$ cat src/hw/rtl/olp_pkg.sv
// Shared types and codes of the overlap layer placer.
package olp_pkg;

   // One stored rectangle: centre and size, 8 fraction bits each.
   typedef struct packed {
      logic signed [31:0] center_x;
      logic signed [31:0] center_y;
      logic [30:0]        box_width;
      logic [30:0]        box_height;
   } entry_type;

   // Outcome of one overlap probe.
   typedef struct packed {
      logic valid;
      logic hit;
   } hit_type;

   typedef enum logic [2:0] {
      ST_IDLE,
      ST_SCAN,
      ST_DRAIN,
      ST_PLACE,
      ST_RESPOND
   } state_type;

   localparam logic [1:0] STATUS_PLACED   = 2'd0;
   localparam logic [1:0] STATUS_NULL     = 2'd1;
   localparam logic [1:0] STATUS_FULL     = 2'd2;

endpackage

$ cat src/hw/rtl/olp_overlap_unit.sv
// Shared two-step overlap test of the item against one stored rectangle.
module olp_overlap_unit #(
   parameter int TAG_W = 3
) (
   input  logic                clock,
   input  logic                reset,
   input  logic                probe_valid,
   input  logic [TAG_W-1:0]    probe_row,
   input  olp_pkg::entry_type  stored,
   input  olp_pkg::entry_type  item,
   output olp_pkg::hit_type    result,
   output logic [TAG_W-1:0]    result_row
);

   logic             valid_ff;
   logic [TAG_W-1:0] row_ff;
   logic [32:0]      dx_ff;
   logic [32:0]      dy_ff;
   logic [31:0]      sw_ff;
   logic [31:0]      sh_ff;

   logic [33:0] dx2;
   logic [33:0] dy2;
   logic [33:0] sum_x;
   logic [33:0] sum_y;
   logic        ok_x;
   logic        ok_y;

   always_ff @(posedge clock) begin
      if (reset) begin
         valid_ff <= 1'b0;
      end else begin
         valid_ff <= probe_valid;
      end
   end

   // Stage one: centre differences and size sums.
   always_ff @(posedge clock) begin
      row_ff <= probe_row;
      dx_ff  <= {stored.center_x[31], stored.center_x} - {item.center_x[31], item.center_x};
      dy_ff  <= {stored.center_y[31], stored.center_y} - {item.center_y[31], item.center_y};
      sw_ff  <= {1'b0, stored.box_width} + {1'b0, item.box_width};
      sh_ff  <= {1'b0, stored.box_height} + {1'b0, item.box_height};
   end

   // Stage two: 2*|d| < s, negative d tested as 2*d + s > 0.
   always_comb begin
      dx2   = {dx_ff, 1'b0};
      dy2   = {dy_ff, 1'b0};
      sum_x = dx2 + {2'b00, sw_ff};
      sum_y = dy2 + {2'b00, sh_ff};
      if (dx_ff[32]) begin
         ok_x = !sum_x[33] && (sum_x != 34'd0);
      end else begin
         ok_x = dx2 < {2'b00, sw_ff};
      end
      if (dy_ff[32]) begin
         ok_y = !sum_y[33] && (sum_y != 34'd0);
      end else begin
         ok_y = dy2 < {2'b00, sh_ff};
      end
   end

   assign result.valid = valid_ff;
   assign result.hit   = ok_x && ok_y;
   assign result_row   = row_ff;

endmodule

$ cat config.mk
export PLATFORM = sky130hd
export DESIGN_NAME = olp_overlap_unit
export DESIGN_NICKNAME = d
export VERILOG_FILES = /design/src/hw/rtl/olp_pkg.sv /design/src/hw/rtl/olp_overlap_unit.sv
export SDC_FILE = /design/constraint.sdc
export NUM_CORES = 1
export LEC_CHECK = 0
export BUFFER_PORTS_ARGS = -buffer_cell sky130_fd_sc_hd__buf_2
export CORE_UTILIZATION = 50
export CTS_CLUSTER_DIAMETER = 200
export DETAILED_ROUTE_END_ITERATION = 8
export PLACE_DENSITY = 0.82
export SYNTH_ARGS = -nofsm -noshare
export SYNTH_HDL_FRONTEND = slang
export SYNTH_SLANG_ARGS = --single-unit
$ cat constraint.sdc
create_clock -name clock -period 3.3 [get_ports clock]
set_input_delay 0.33 -clock clock [delete_from_list [all_inputs] [get_ports clock]]
set_output_delay 0.33 -clock clock [all_outputs]
set_load 0.05 [all_outputs]
==> qor.csv <==
stage,metric,value,unit
run_status,outcome,finished with violations,
run_status,failing checks,setup timing,
placement,Area after DPL,0.0187,sq mm
min_path,Hold Crit Class,in -> reg,
synthesis,"EDFF count, synth",0,
synthesis,"Seq/Total Area, Yosys",18.6,%
floorplanning,Initial Util,51.3,%
grt,met1 Usage GRT,35.1,%
critical_path,"Max FO, Critical Path",6,
clock_network,TritonCTS Buffers,17,
final_layout,area growth from synthesis to layout,37.4,%
sta,Least-Margin Pin Slew,645,ps
floorplanning,die area,0.0295,sq mm
clock_network,Clock Tree Root,clkbuf_16,
critical_path,critical path type,reg -> out,
clock_network,Clock transition at path regs,60,ps
sta,worst setup margin,-992,ps
detailed_routing,# DRC,0,
critical_path,number of gates on the worst path with buffers counted,15,
synthesis,count of cell types in the netlist,85,
floorplanning,Core Area,0.0281,sq mm
placement,port bufs,262,
synthesis,warnings from Yosys,0,
synthesis,syn avg cell area,7.72,sq um
floorplanning,Site Rows,61,
critical_path,Critical Path AT,3960,ps
detailed_routing,vias,15700,
grt,gr ovfl total,0,
sta,RSZ-0062 raised after global routing,yes,
sta,Final Hold Viols,0,
placement,HPWL after DPL,37000,um
critical_path,slowest cell delay on critical path,440,ps
synthesis,syn nets,2381,
synthesis,dominant synthesized flop cell,dfxtp_1,
clock_network,CTS Sinks,134,
critical_path,Critical Path RT,2970,ps
grt,largest net degree at the start of global routing,17,
critical_path,worst path bufs/invs,4,
power,Max IR drop VDD,0.426,mV
detailed_routing,first drt pass iteration count,5,
sta,slew margin rel.,56.6,%
synthesis,Seq cells post-synth,134,
floorplanning,I/O pins,263,
grt,met2 usage,54.6,%
detailed_routing,1st-iter DRT viols,1012,
grt,grt met3 use,3.36,%
placement,GP Congestion,0.987,
clock_network,CTS tree,built,
synthesis,"Cell Area, Synth",0.0144,sq mm
sta,Final period util,130,%
clock_network,Longest Clk Path Bufs,2,
sta,post-route minimum period,4290,ps
critical_path,cell mode on critical path,buf_4,
synthesis,Mapped Cells,1867,
floorplanning,Die Span Y,172,um
clock_network,H-tree levels,4,
power,pwr/cell area,632,mW/mm^2
final_layout,final instance area,0.0198,sq mm
sta,FMAX,233,MHz
grt,gr busiest metal,met2,
sta,count of final setup violators,1,
power,leakage power,9.99,nW
critical_path,Worst Setup End Kind,primary output,
floorplanning,Die X,172,um
sta,final-report max-slew violation count,0,
final_layout,final design utilization,70.5,%
detailed_routing,Wirelength per Cell,15.9,um
grt,Total GRT Usage,29.9,%
final_layout,Post-layout nets,2968,
final_layout,Ant. Diodes,0,
synthesis,ys async rst share,0,%
run,number of max-cap violations,0,
critical_path,Startpoint Class,flop,
min_path,Worst Hold Depth,2,
detailed_routing,DRT antenna net count,0,
grt,vias in the first global route,15500,
detailed_routing,Via density,5.54,
detailed_routing,drt total wl,45100,um
grt,first-pass GRT wire length,70900,um
critical_path,crit-path cells,inv_1 -> ha_1 -> buf_4 -> o31ai_1 -> buf_4 -> nor2_1 -> a2bb2oi_1 -> and3_1 -> nand4_1 -> or4_1 -> or4_4 -> nor4_4 -> a31o_1 -> o2bb2a_4 -> buf_8,
grt,initial antenna violation count,0,
critical_path,Critical-path top delay cell,or4_4,
critical_path,family with the most delay on the worst path,simple AND/OR/NAND/NOR gates,
final_layout,layout cells sized above 1,30.5,%
==> state kept, by name (all words and copies together) (netlist names) <==
| register | count |
|---|---|
| dx_ff | 33 |
| dy_ff | 33 |
| result_row | 3 |
| sh_ff | 32 |
| sw_ff | 32 |
| valid_ff | 1 |
==> cell usage after synthesis (all sizes together), types with 24 or more instances <==
cell type / count / share of area [%]
xor2: 32 / 1.9
nor2: 152 / 4.0
a211oi: 24 / 1.2
ha: 250 / 22
o21ai: 104 / 3.6
a21oi: 171 / 5.9
a21o: 52 / 2.7
clkbuf: 30 / 0.78
nand3: 35 / 1.2
xnor2: 90 / 5.5
nor2b: 45 / 2.0
nand2b: 36 / 1.6
nor4: 31 / 1.4
nor3: 42 / 1.5
dfxtp: 134 / 19
nand2: 87 / 2.3
o21a: 28 / 1.5
o21bai: 25 / 1.3
inv: 221 / 5.8
==> cells by family after synthesis <==
| logic type | after synthesis | share of synthesized area, % |
|---|---|---|
| DFF | 134 | 18.6 |
| adders and majority gates | 256 | 22.5 |
| and+or+nand+nor | 519 | 18.2 |
| xor gates and xnor gates | 122 | 7.41 |
| buffers and inverters | 262 | 6.93 |
| muxes | 8 | 0.573 |
| AOI/OAI and AO/OA | 566 | 25.8 |
==> where the power goes <==
| part | internal [mW] | switching, mW | total, mW | leakage, nW |
|---|---|---|---|---|
| combinational | 3.96 | 4.22 | 8.18 | 8.57 |
| sequential | 1.98 | 0.257 | 2.24 | 1.13 |
| clock | 1.27 | 0.817 | 2.09 | 0.299 |
==> area by class of cell <==
cell class	count	area, sq um
sequential	134	2700
timing repair buffer	609	3930
clock inverter	13	193
multi-input combinational	1471	11200
inverter	221	832
tap	378	473
clock buffer	18	429
fill	2240	8280
==> layout by cell type, fill, tap and decap left out, types with 7 or more instances in the layout <==
cell / synthesis / layout
inv_1: 209 / 207
xor2_1: 32 / 32
a21oi_1: 171 / 159
clkbuf_16: 0 / 17
o21bai_1: 25 / 23
xnor2_1: 90 / 90
buf_4: 1 / 344
nand3_1: 35 / 35
a21oi_2: 0 / 11
buf_2: 9 / 261
or3_1: 12 / 12
a21o_1: 52 / 52
o21ai_0: 85 / 82
a211oi_1: 24 / 22
nor2b_1: 45 / 44
o31ai_1: 20 / 18
nand2b_1: 36 / 33
o21a_1: 28 / 28
inv_2: 12 / 13
nor3_1: 42 / 40
nor2_1: 152 / 151
dfxtp_1: 134 / 123
dfxtp_2: 0 / 11
o211ai_1: 15 / 15
or2_2: 7 / 7
and2_1: 7 / 7
nand2_1: 87 / 87
and3_1: 13 / 13
ha_1: 250 / 237
ha_4: 0 / 12
a31oi_1: 22 / 20
nor4_1: 29 / 23
o21ai_1: 19 / 19
nand4_1: 23 / 23
==> per-stage QoR <==
stage               cells  setup TNS (ps)  hold WS, ps  setup slack, ps  power [mW]
global route         2844           -1170         55.1            -1130        13.3
detailed placement   2804           -4060          437             -774        9.86
CTS                  2840            -970         40.5             -970        12.1
floorplan            1867            -204          358             -204        6.52
finish               2844            -992         53.4             -992        12.5
global placement     2804           -3280          434             -792        9.74
==> final timing paths <==
path / slack (ps) / from / endpoint
max: -990 / sw_ff[20] / result[0]
min: 50 / reset / valid_ff
==> per-layer routing <==
| layer | routed length (um) | up-vias |
|---|---|---|
| met2 | 22300 | 558 |
| met1 | 19000 | 7252 |
| met3 | 2200 | 104 |
| met4 | 1620 | 0 |
| li1 | - | 7833 |
| met5 | 0 | - |
==> what timing repair did <==
| action | in CTS | in global routing |
|---|---|---|
| setup endpoints to repair | 2 | 7 |
| pin swaps | 18 | 18 |
| gates resized for setup | 23 | 47 |
| hold endpoints to repair | 3 | 0 |
| buffers inserted | 2 | 4 |
| hold buffers | 3 | 0 |
No activity file was read; power rests on OpenSTA's default activity.
